[config.mk]
export PLATFORM = sky130hd
export DESIGN_NAME = cal_mul
export DESIGN_NICKNAME = d
export VERILOG_FILES = /design/src/rtl/complex_accumulator_alu_top_defines.svh /design/src/rtl/cal_pkg.sv /design/src/rtl/cal_mul.sv
export SDC_FILE = /design/constraint.sdc
export NUM_CORES = 2
export LEC_CHECK = 0
export ABC_AREA = 1
export ABC_CLOCK_PERIOD_IN_PS = 14200
export BUFFER_PORTS_ARGS = -buffer_cell sky130_fd_sc_hd__buf_2
export CAP_MARGIN = 0
export CELL_PAD_IN_SITES_DETAIL_PLACEMENT = 0
export CELL_PAD_IN_SITES_GLOBAL_PLACEMENT = 2
export CORE_MARGIN = 5
export CORE_UTILIZATION = 43
export DETAILED_ROUTE_END_ITERATION = 6
export PLACE_DENSITY_LB_ADDON = 0.1
export REMOVE_ABC_BUFFERS = 1
export SLEW_MARGIN = 20
export SYNTH_ARGS = -nofsm -noshare
export SYNTH_HDL_FRONTEND = slang
export SYNTH_SLANG_ARGS = --single-unit
[constraint.sdc]
create_clock -name clk -period 14.2 [get_ports clk]
set_input_delay 2.13 -clock clk [delete_from_list [all_inputs] [get_ports clk]]
set_output_delay 2.13 -clock clk [all_outputs]
set_load 0.01 [all_outputs]
[src/rtl/complex_accumulator_alu_top_defines.svh]
// Assertion macros for the complex accumulator ALU.
`ifndef COMPLEX_ACCUMULATOR_ALU_TOP_DEFINES_SVH
`define COMPLEX_ACCUMULATOR_ALU_TOP_DEFINES_SVH

// Same-cycle implication, sampled on clk, off during reset.
`define CAL_CHECK(lbl, ante, cons, msg) \
  lbl: assert property (@(posedge clk) disable iff (!rst_n) (ante) |-> (cons)) else $error(msg);

// Next-cycle implication, sampled on clk, off during reset.
`define CAL_CHECK_NEXT(lbl, ante, cons, msg) \
  lbl: assert property (@(posedge clk) disable iff (!rst_n) (ante) |=> (cons)) else $error(msg);

`endif

[src/rtl/cal_pkg.sv]
// Shared codes, types and helpers of the complex accumulator ALU.
`default_nettype none
package cal_pkg;

  localparam logic [2:0] OP_LOAD = 3'd0;
  localparam logic [2:0] OP_ADD  = 3'd1;
  localparam logic [2:0] OP_SUB  = 3'd2;
  localparam logic [2:0] OP_MUL  = 3'd3;
  localparam logic [2:0] OP_DIV  = 3'd4;

  localparam logic [1:0] KIND_CPLX = 2'd0;
  localparam logic [1:0] KIND_REAL = 2'd1;
  localparam logic [1:0] KIND_RAT  = 2'd2;
  localparam logic [1:0] KIND_INT  = 2'd3;

  localparam logic [1:0] ST_OK   = 2'd0;
  localparam logic [1:0] ST_ZERO = 2'd1;
  localparam logic [1:0] ST_SAT  = 2'd2;

  localparam logic [1:0] SLOT_RE  = 2'd0;
  localparam logic [1:0] SLOT_IM  = 2'd1;
  localparam logic [1:0] SLOT_DEN = 2'd2;

  localparam logic signed [65:0] MAX32 = 66'sd2147483647;
  localparam logic signed [65:0] MIN32 = -66'sd2147483648;

  typedef struct packed {
    logic [1:0] slot;
    logic       sub;
  } cal_tag_t;

  // Clamp to signed 32 bits; bit 32 flags saturation.
  function automatic logic [32:0] clamp66(input logic signed [65:0] v);
    logic [32:0] r;
    if (v > MAX32) r = {1'b1, 32'h7FFF_FFFF};
    else if (v < MIN32) r = {1'b1, 32'h8000_0000};
    else r = {1'b0, v[31:0]};
    return r;
  endfunction

endpackage
`default_nettype wire

[src/rtl/cal_mul.sv]
// Shared registered 32x32 signed multiplier with a tag carried alongside.
`default_nettype none
module cal_mul (
  input  logic                clk,
  input  logic                rst_n,
  input  logic                vld,
  input  logic signed [31:0]  x,
  input  logic signed [31:0]  y,
  input  cal_pkg::cal_tag_t   tag,
  output logic                pvld,
  output logic signed [63:0]  p,
  output cal_pkg::cal_tag_t   ptag
);
  import cal_pkg::*;

  logic              pvld_r;
  logic signed [63:0] p_r;
  cal_tag_t          tag_r;

  always_ff @(posedge clk) begin
    if (!rst_n) begin
      pvld_r <= 1'b0;
    end else begin
      pvld_r <= vld;
    end
  end

  always_ff @(posedge clk) begin
    p_r   <= x * y;
    tag_r <= tag;
  end

  assign pvld = pvld_r;
  assign p    = p_r;
  assign ptag = tag_r;
endmodule
`default_nettype wire

Yosys cells after proc, flatten, opt, wreduce, memory -nomap -nowiden
Index checks and enable logic that the tools add are counted.

storage, ports and cells
  register bits after elaboration = 68
  word-level logic and storage cells = 5

operators by class
  multipliers = 1

operators with widths
  cell                                            count
  32-bit by 32-bit multiplier with 64-bit output  1

Longest topological paths before layout
  word-level depth = 1
  mapped depth = 31
  depth with buffers taken out = 30

Worst setup path before layout
OpenSTA, ideal clock, no wires.

  kind = input to register
  from = input x[31]
  to = register p_r[53], in the netlist p[53]
  arrival time = 8679 ps
  data required time = 14087 ps
  slack = 5408 ps
  stages = 27
  path buffers = 1
  cell sequence = clkbuf_1 nand2_1 inv_1 fa_1 inv_1 fa_1 inv_1 fa_1 fa_1 inv_1 fa_1 inv_1 fa_1 inv_1 fa_1 fa_1 inv_1 ha_1 nand2_2 nor2_2 inv_1 nor2_2 nand2_1 nor3_1 nand2_1 nand4_1 nand2_1

between the ends
  longest elaborated chain between the ends = 1

RTL lines
  element                                         RTL line       source
  start: declaration                              cal_mul.sv:7   input logic signed [31:0] x,
  32-bit by 32-bit multiplier with 64-bit output  cal_mul.sv:29  p_r <= x * y;
  end signal: assignment                          cal_mul.sv:29
  end: declaration                                cal_mul.sv:17  logic signed [63:0] p_r;

No other way between the ends.
A chain may end at the register's enable or synchronous reset.

Final worst setup path
  from = input y[2]
  to = register p_r[59], in the netlist p[59]

between the ends
  longest elaborated chain between the ends = 1

RTL lines
  element                                         RTL line       source
  start: declaration                              cal_mul.sv:8   input logic signed [31:0] y,
  32-bit by 32-bit multiplier with 64-bit output  cal_mul.sv:29

No other way between the ends.

==> reports/results.tsv <==
metric	value	unit
die_height	316	microns
fin_setup_tns	0	ns
finalHoldViolations	0	
final_cell_mix	inv_1, nand2_1, fa_1	
worst-path-max-fanout	22	
cp_common_cell	fa_1	
clk_transition_reported_paths	0.08	ns
cp.arrival	9.93	ns
core-area	93000	sq um
start_util	0.432	
drt_iter0_drc	1560	
dr_wl_met2	58700	microns
drtAntennaViolNets	0	
final-max-slew-violation-count	0	
fillers	9689	
layout_commonest_cell	inv_1	
setup_violations	0	
wl_met3	5770	microns
num_vias	30000	
cts_buffer_depth	2	
syn_area	40200	sq um
slowest_stage	fa_1	
utilization	0.457	
period_share	0.679	
crit_family	adder cells	
layout_setup_ws	4.57	ns
syn_inst	5125	
numCtsBuffers	9	
max-cap-violations	0	
hold_path.class	in -> reg	
row_count	112	
first_pass_iters	5	
critical_path_class	in -> reg	
holdWs	1.82	ns
synth_area_per_cell	7.85	sq um
tightest_slew	1.13	ns
yosys_warnings	0	
grt_start_max_net_pins	33	
root_buffer	clkbuf_16	
antenna_found_initial	1	
fin_crit	9.63	ns
drc	0	
seq_area	1360	sq um
cts_resized	0	
grt.total_usage	0.253	
yosys_register_bits	68	
portBuffers	137	
vias_per_cell	4.70	
synth.distinct_cells	30	
yosysSeqAreaShare	0.0338	
critPathCaptureType	register	
cts_setup_buffers	0	
status	completed	
required	14.50	ns
die_w	316	microns
rsz0062_at_grt	no	
nets	6468	
cpPeakStageDelay	0.99	ns
gp_congestion	0.933	
multi_input_area	31800	sq um
cts_tree	yes	
start_kind	input pin	
drt_wl_total	120000	microns
ctsHtreeMaxLevel	3	
drive_above_1_share	0.0508	
place_ws	4.09	ns
dieArea	99800	sq um
path_buf_inv	7	
cts_hold_buffers	0	
path_cells	buf_2 > buf_4 > nand2_1 > inv_1 > fa_1 > fa_1 > fa_1 > fa_1 > inv_1 > fa_1 > inv_1 > fa_1 > inv_1 > fa_1 > inv_1 > fa_1 > ha_1 > nand2_1 > nor2_1 > nand2_1 > nor4_1 > nand2_1 > nand4_1 > nand2_1	
clock-sinks	68	
top_layer	met4	
grt_first_pass_wirelength	192000	microns
max_freq	104	MHz
syn_to_final_growth	5.61	%
overflow	0	
post_drt_wl_per_cell	18.8	microns
relSlewSlack	0.248	
first_global_vias	32600	
hpwl	102000	microns
met1_length	54300	microns
num_io_pins	138	
-- layer usage --
layer,global-route usage,vias to the layer above
met2,0.432,595
met1,0.357,15400
met5,0,-
met4,0.0316,0
li1,-,14000
met3,0.0330,73
-- synth_stat cells, drive strengths merged --
cell type / number / share of area
and3: 3 / 0.00050
nand3b: 6 / 0.0012
nor2: 127 / 0.014
o21bai: 9 / 0.0017
nand4: 13 / 0.0020
o21ai: 20 / 0.0025
ha: 184 / 0.057
xnor2: 2 / 0.00044
xor2: 31 / 0.0067
nand3: 78 / 0.010
a21oi: 64 / 0.0080
o21a: 2 / 0.00037
or2: 7 / 0.0011
nor3: 16 / 0.0024
nand2: 1522 / 0.14
a21o: 2 / 0.00037
dfxtp: 68 / 0.034
fa: 1082 / 0.54
nor4: 2 / 0.00031
inv: 1695 / 0.16
clkbuf: 192 / 0.018
-- through the flow --
| stage | instance area (sq um) | std cells |
|---|---|---|
| 2_1_floorplan | 39500 | 4933 |
| 3_3_place_gp | 42100 | 6375 |
| 3_5_place_dp | 42100 | 6375 |
| 4_1_cts | 42500 | 6391 |
| 5_1_grt | 42500 | 6391 |
| 6_report | 42500 | 6393 |
-- sequential cells by signal, summed over array words and instances (netlist names) --
signal,count
ptag,3
pvld,1
p,64
-- final timing paths --
check / start / end / slack [ns] / cells past startpoint
hold / removal: tag[0] / ptag[0]$_DFF_P_ / 1.82 / 1
setup / recovery: y[2] / p[59]$_DFF_P_ / 4.57 / 24
-- cell type report --
class / count / share of cell area
multi-input combinational: 3170 / 0.748
tap: 1254 / 0.0369
sequential: 68 / 0.0320
clock inverter: 6 / 0.00224
clock buffer: 10 / 0.00563
inverter: 1695 / 0.150
antenna: 2 / 0.000118
timing repair buffer: 188 / 0.0252
-- logic make-up after synthesis --
| logic type | synth area share |
|---|---|
| flops | 0.0338 |
| fa+ha+maj | 0.596 |
| simple gates | 0.174 |
| xor+xnor | 0.00719 |
| buf+inv | 0.176 |
| compound gates | 0.0129 |
Power is not shown: default switching activity piles up to over one toggle a cycle in this logic, so the estimate is an artifact.
