**config.mk**
```make
export PLATFORM = sky130hd
export DESIGN_NAME = cal_div
export DESIGN_NICKNAME = d
export VERILOG_FILES = /design/src/rtl/complex_accumulator_alu_top_defines.svh /design/src/rtl/cal_div.sv
export SDC_FILE = /design/constraint.sdc
export NUM_CORES = 1
export LEC_CHECK = 0
export BUFFER_PORTS_ARGS = -buffer_cell sky130_fd_sc_hd__buf_2
export CELL_PAD_IN_SITES_DETAIL_PLACEMENT = 0
export CELL_PAD_IN_SITES_GLOBAL_PLACEMENT = 2
export CORE_MARGIN = 2
export CORE_UTILIZATION = 33
export CTS_CLUSTER_SIZE = 10
export DETAILED_ROUTE_END_ITERATION = 12
export HOLD_SLACK_MARGIN = 0.1
export PLACE_DENSITY_LB_ADDON = 0.1
export SETUP_SLACK_MARGIN = 0.02
export SLEW_MARGIN = 20
export SYNTH_ARGS = -nofsm -noshare
export SYNTH_HDL_FRONTEND = slang
export SYNTH_SLANG_ARGS = --single-unit
```
**constraint.sdc**
```tcl
create_clock -name clk -period 3.6 [get_ports clk]
set_clock_uncertainty 0.1 [all_clocks]
set_input_delay 0.9 -clock clk [delete_from_list [all_inputs] [get_ports clk]]
set_output_delay 0.9 -clock clk [all_outputs]
set_load 0.1 [all_outputs]
```
**src/rtl/complex_accumulator_alu_top_defines.svh**
```systemverilog
// Assertion macros for the complex accumulator ALU.
`ifndef COMPLEX_ACCUMULATOR_ALU_TOP_DEFINES_SVH
`define COMPLEX_ACCUMULATOR_ALU_TOP_DEFINES_SVH

// Same-cycle implication, sampled on clk, off during reset.
`define CAL_CHECK(lbl, ante, cons, msg) \
  lbl: assert property (@(posedge clk) disable iff (!rst_n) (ante) |-> (cons)) else $error(msg);

// Next-cycle implication, sampled on clk, off during reset.
`define CAL_CHECK_NEXT(lbl, ante, cons, msg) \
  lbl: assert property (@(posedge clk) disable iff (!rst_n) (ante) |=> (cons)) else $error(msg);

`endif

```
**src/rtl/cal_div.sv**
```systemverilog
// Bit-serial restoring divider: trunc(mag * 2^FRAC_BITS / den), signed, clamped.
`default_nettype none
module cal_div #(
  parameter int FRAC_BITS = 16
) (
  input  logic        clk,
  input  logic        rst_n,
  input  logic        start,
  input  logic        neg,
  input  logic [63:0] mag,
  input  logic [63:0] den,
  output logic        busy,
  output logic        done,
  output logic [31:0] q,
  output logic        sat
);
  typedef enum logic [1:0] {D_IDLE, D_RUN, D_CLAMP} dstate_t;

  dstate_t     state_r;
  logic [4:0]  cnt_r;
  logic [63:0] rem_r;
  logic [31:0] lo_r;
  logic [31:0] quo_r;
  logic [63:0] den_r;
  logic        neg_r;
  logic        ovf_r;
  logic        done_r;
  logic [31:0] q_r;
  logic        sat_r;

  logic [95:0] numx;
  logic [64:0] rem2;
  logic        ge;
  logic [64:0] rdiff;

  assign numx  = {32'b0, mag} << FRAC_BITS;
  assign rem2  = {rem_r, lo_r[31]};
  assign ge    = rem2 >= {1'b0, den_r};
  assign rdiff = rem2 - {1'b0, den_r};

  always_ff @(posedge clk) begin
    if (!rst_n) begin
      state_r <= D_IDLE;
      done_r  <= 1'b0;
    end else begin
      done_r <= 1'b0;
      unique case (state_r)
        D_IDLE: begin
          if (start) begin
            den_r <= den;
            neg_r <= neg;
            rem_r <= numx[95:32];
            lo_r  <= numx[31:0];
            quo_r <= '0;
            cnt_r <= 5'd31;
            // quotient of 2^32 or more: skip the loop
            if (numx[95:32] >= den) begin
              ovf_r   <= 1'b1;
              state_r <= D_CLAMP;
            end else begin
              ovf_r   <= 1'b0;
              state_r <= D_RUN;
            end
          end
        end
        D_RUN: begin
          rem_r <= ge ? rdiff[63:0] : rem2[63:0];
          lo_r  <= {lo_r[30:0], 1'b0};
          quo_r <= {quo_r[30:0], ge};
          if (cnt_r == 5'd0) state_r <= D_CLAMP;
          else cnt_r <= cnt_r - 5'd1;
        end
        D_CLAMP: begin
          if (ovf_r) begin
            sat_r <= 1'b1;
            q_r   <= neg_r ? 32'h8000_0000 : 32'h7FFF_FFFF;
          end else if (neg_r) begin
            sat_r <= quo_r > 32'h8000_0000;
            q_r   <= (quo_r > 32'h8000_0000) ? 32'h8000_0000 : (32'd0 - quo_r);
          end else begin
            sat_r <= quo_r[31];
            q_r   <= quo_r[31] ? 32'h7FFF_FFFF : quo_r;
          end
          done_r  <= 1'b1;
          state_r <= D_IDLE;
        end
        default: state_r <= D_IDLE;
      endcase
    end
  end

  assign busy = state_r != D_IDLE;
  assign done = done_r;
  assign q    = q_r;
  assign sat  = sat_r;
endmodule
`default_nettype wire

```
After elaboration in Yosys (flattened, before gate mapping):

Cells that the tools add are included.

* register bits: 235
* word-level logic and storage cells: 53
* output and inout bits: 35

* $lt $le $gt $ge: 3
* $add $sub $neg: 3
* equality and inequality tests: 5
* muxes and demuxes: 22
* reductions and logical operators: 9

Operators by type and width (number)
* 32-bit two-way mux: 6
* 64-bit two-way mux: 2
* 32-bit one-hot mux with 2 select lines: 2
* 64-bit one-hot mux with 2 select lines: 1
* 65-bit by 64-bit greater-or-equal comparator with 1-bit output: 1
* 48-bit by 64-bit greater-or-equal comparator with 1-bit output: 1
* 64-bit subtractor: 1
* 32-bit > comparator, second input constant: 1
* 1-bit by 32-bit subtractor with 32-bit output, first input constant: 1
* 31-bit two-way mux: 1
* 5-bit two-way mux: 2
* 5-bit one-hot mux with 2 select lines: 1
* 2-bit two-way mux: 3
* 2-bit != test, second input constant: 3
* 3-bit AND reduction: 2
* 5-bit zero test: 1
* 5-bit by 1-bit subtractor with 5-bit output, second input constant: 1
* 2-bit one-hot mux with 2 select lines: 1
* 2-bit AND reduction: 2
* 4-bit AND reduction: 1
* 2-bit nonzero test: 2
* 1-bit two-way mux: 3
* 2-bit by 1-bit == test with 1-bit output, second input constant: 1
* 2-bit == test, second input constant: 1
* 2-bit zero test: 1

Longest topological paths before layout:

* word-level depth: 4
* depth in mapped cells: 15
* depth with buffers taken out: 13

Least setup slack after synthesis:

No wires, ideal clock.

* path type: input-to-reg
* start point: in rst_n
* end point: reg lo_r[16], enable pin
* cell stages on the path: 3
* data required time: 3.035 ns
* data arrival time: 3.340 ns
* path slack: -0.305 ns
* path buffers: 0
* cells stage by stage: nor2b_1 -> o21ai_0 -> inv_1

* cells in the longest elaborated chain, start to end: 1

Ends and longest elaborated chain
* start, declared: line cal_div.sv:7 `input logic rst_n,`
* 3-bit AND reduction (no line)
* end signal, assigned: line cal_div.sv:53 `lo_r <= numx[31:0];`
* end signal, assigned: line cal_div.sv:68 `lo_r <= {lo_r[30:0], 1'b0};`
* end, declared: line cal_div.sv:22 `logic [31:0] lo_r;`

Every way passes these cells.
A chain may end at the register's enable or synchronous reset.

Worst setup path in the final report:

* start point: reg quo_r[19]
* end point: reg q_r[28] (netlist: q[28]) (data pin)

* cells in the longest elaborated chain, start to end: 4

Ends and longest elaborated chain
* start, declared: line cal_div.sv:23 `logic [31:0] quo_r;`
* start signal, assigned: line cal_div.sv:69 `quo_r <= {quo_r[30:0], ge};`
* 1-bit by 32-bit subtractor with 32-bit output or 32-bit > comparator (tied branches): line cal_div.sv:79 `q_r <= (quo_r > 32'h8000_0000) ? 32'h8000_0000 : (32'd0 - quo_r);`
* 32-bit two-way mux *: line cal_div.sv:79
* 32-bit two-way mux *: line cal_div.sv:77 `end else if (neg_r) begin`
* 32-bit two-way mux *: line cal_div.sv:74 `if (ovf_r) begin`
* end signal, assigned: line cal_div.sv:76 `q_r <= neg_r ? 32'h8000_0000 : 32'h7FFF_FFFF;`
* end signal, assigned: line cal_div.sv:79
* end signal, assigned: line cal_div.sv:82 `q_r <= quo_r[31] ? 32'h7FFF_FFFF : quo_r;`
* end, declared: line cal_div.sv:28 `logic [31:0] q_r;`

Mark *: on every way between the ends. The rest lies on a longest branch, timed or not.

==> results.md <==
* Status: finished, final reports clean
* Worst setup path class: flop to flop
* Post-Syn Area per Cell at 9.08 µm²
* Initial Util at 0.333
* Worst-Skew Late Latency at 0.57 ns
* Die H at 215 µm
* Period minus WS final at 3.45 ns
* Post-Syn Instances at 1615
* CP max stage delay at 0.42 ns
* Sequential share of power at 0.379
* Total GRT Usage at 0.193
* Via/cell ratio at 5.03
* Critical path data required time at 3.89 ns
* Die area at 0.0461 mm²
* FP Rows at 77
* Main area contributors after synthesis: edfxtp_1 44%, ha_1 9.7%, nand2_1 5.6%
* CTS tree: built
* Synth area leader: edfxtp_1
* GP Congestion at 0.868
* Max-slew violations at 0
* Period utilization at 0.957
* Core area at 0.0440 mm²
* Post-route non-filler standard cell count at 2547
* Critical-path maximum fanout at 6
* Combinational group share of total power at 0.313
* # clock sinks at 219
* Largest net degree at the start of global routing at 134
* Post-synth EDFFs at 216
* Post-Place Cells at 2485
* Hold-fix buffers at CTS at 0
* TritonCTS Buffers at 28
* Critical R2R Launch: quo_r[19]
* Global-route wire length before repair at 71200 µm
* Drt wl/cell at 17.8 µm
* Routed vias at 12800
* Hold crit path type: flop to flop
* CP max-delay cell: edfxtp_1
* Multi-input logic area at 0.00744 mm²
* Setup TNS at 0 ns
* I/O pins at 167
* CP Launch Point: quo_r[19]
* Fill count at 4445
* Htree depth at 1
* Post-layout nets at 2185
* CP endpoint kind: flop
* Max frequency at 290 MHz
* DRT iter0 DRCs at 754
* Worst Max-Slew Pin Slew at 0.888 ns
* Clk slew on worst S/H paths at 0.06 ns
* Worst EP arrival at 3.73 ns
* Yosys warns at 0
* Max VDD drop at 0.308 mV
* Port buffer count at 166
* Post-synth cell types at 66
* Layout area overhead at 26.4%
* Sequential Area at 0.00655 mm²
* Crit path top cell by count: or3_4
* Int Pwr at 5.69 mW
* Pwr Density at 456 mW/mm²
* Net Sw Power at 2.75 mW
* Leakage at 8.08 nW
* Post-synth ARST share at 0
* Share of layout cells above drive strength 1 at 0.229
* Post-Syn Area at 0.0147 mm²
* Clock power frac at 0.308
* Switching share of power at 0.326
* Synth Register Bits at 219
* Register area share after synthesis at 0.446
* Final Hold Fails at 0
* Rel. slew slack at 0.408
* Antenna violations before repair at 0
* ANT cells at 0
* Vias in the first global route at 12900
* Die X at 215 µm
* Drt total wl at 45400 µm
* Grt ovf at 0
* Post-Syn Nets at 1862
* HP Start: lo_r[18]
* Setup Viol. Count Final at 0
* Max Buffers Root-to-Sink at 3
* DPL Wire Length at 34300 µm
* DRT Pass-1 Iters at 6
* Setup crit start kind: flop
* Synth top area share at 0.442
* CTS root buffer: clkbuf_16
* Antenna-violating nets left at 0
* Worst-path cell chain: or3_4 -> or3_4 -> nor4_4 -> nand2b_4 -> or3_4 -> or3_4 -> o41ai_4 -> buf_4 -> nand2_1 -> a21oi_1
* DR DRC count at 0
* Max_cap viols at 0
* Unrepaired setup endpoints after global routing: no
* Flop-to-flop setup slack at 0.15 ns
* Post-synth top flop: edfxtp_1
[cells in the final DEF, fill, tap and decap left out, types with 54 or more instances in the layout]
master,n
buf_4,193
a31oi_1,54
ha_1,110
nor2_1,145
a21oi_1,140
o21ai_0,63
edfxtp_1,216
nand2_1,219
buf_2,166
inv_1,144
[cells by family (layout without fill, tap and decap cells)]
family | Yosys count | count (layout) | share of synthesized area
muxes | 2 | 2 | 0.00137
DFF | 219 | 219 | 0.446
buffers and inverters | 221 | 560 | 0.0571
xor gates and xnor gates | 62 | 62 | 0.0370
AOI/OAI and AO/OA | 413 | 414 | 0.174
and+or+nand+nor | 583 | 583 | 0.185
adders and majority gates | 115 | 115 | 0.0986
[registers in the layout, summed over array words and instances, names as in the netlist]
register  count
den_r        64
rem_r        64
q            32
quo_r        32
lo_r         16
cnt_r         5
state_r       2
done          1
neg_r         1
ovf_r         1
sat           1
[synthesized netlist by cell type (6+ instances only)]
master	instances
xnor2_1	37
o21bai_1	10
nor3_1	40
o21a_1	10
inv_1	145
o22ai_1	14
or2_2	8
nand2_1	220
nor4_1	6
nand3_1	30
nand4_1	33
clkbuf_1	74
or4_1	6
and3_1	16
a21oi_1	144
a21o_1	45
nand2b_1	8
o211ai_1	9
nor2b_1	9
o31ai_1	9
o21ai_0	66
nor2_1	146
and2_1	33
a31oi_1	54
ha_1	114
or3_1	9
edfxtp_1	216
a211oi_1	12
xor2_1	25
[worst max-delay path, delay by kind of cell (launching register included)]
| family | cells | cell delay, ns |
|---|---|---|
| compound gates | 2 | 0.54 |
| flops | 1 | 0.42 |
| simple gates | 7 | 1.98 |
| buf+inv | 1 | 0.23 |
[power groups by stage]
stage / Sequential, mW / Combinational [mW] / Clock (mW)
final: 3.20 / 2.64 / 2.60
after global routing: 3.22 / 2.95 / 2.80
after CTS: 3.20 / 2.62 / 2.70
after detailed placement: 3.25 / 2.60 / 0
after global placement: 3.25 / 2.60 / 0
after floorplan: 3.28 / 1.53 / 0
[worst paths after layout]
check	end	depth (start not counted)
worst max-delay path	q[28]	10
worst min-delay path	lo_r[19]	2
worst max register to register	q[28]	10
worst min register to register	lo_r[19]	2
[per-stage QoR]
step / utilization / worst slack [ns] / cell area, µm² / power, mW / hold slack (ns)
floorplan: - / 0.0387 / 14700 / 4.80 / 0.384
global placement: 0.397 / -0.110 / 17500 / 5.85 / 0.389
detailed placement: 0.397 / -0.0888 / 17500 / 5.85 / 0.391
CTS: 0.416 / 0.0312 / 18300 / 8.52 / 0.382
global route: 0.421 / 0.0246 / 18500 / 8.97 / 0.396
finish: 0.421 / 0.154 / 18500 / 8.44 / 0.403
[per-layer routing]
layer,track usage,wire [µm],vias to the layer above,share of wire
met5,0,0,-,0
met4,0.0567,1220,0,0.027
met1,0.265,21800,6027,0.48
met3,0.0263,1850,69,0.041
li1,-,-,6452,-
met2,0.316,20500,266,0.45
[what timing repair did]
item | 4_1_cts | 5_1_grt
pin swaps | 0 | 7
endpoints found under the setup margin | 14 | 44
setup buffers | 0 | 13
gates cloned | 0 | 2
resized for setup | 1 | 30
[layout make-up]
class,count,area share
Clock buffer,37,0.0396
Inverter,145,0.0296
Clock inverter,10,0.00425
Sequential cell,219,0.353
Timing Repair Buffer,368,0.132
Multi-Input combinational cell,1176,0.401
Tap cell,592,0.0400
No activity file was read; power rests on OpenSTA's default activity.
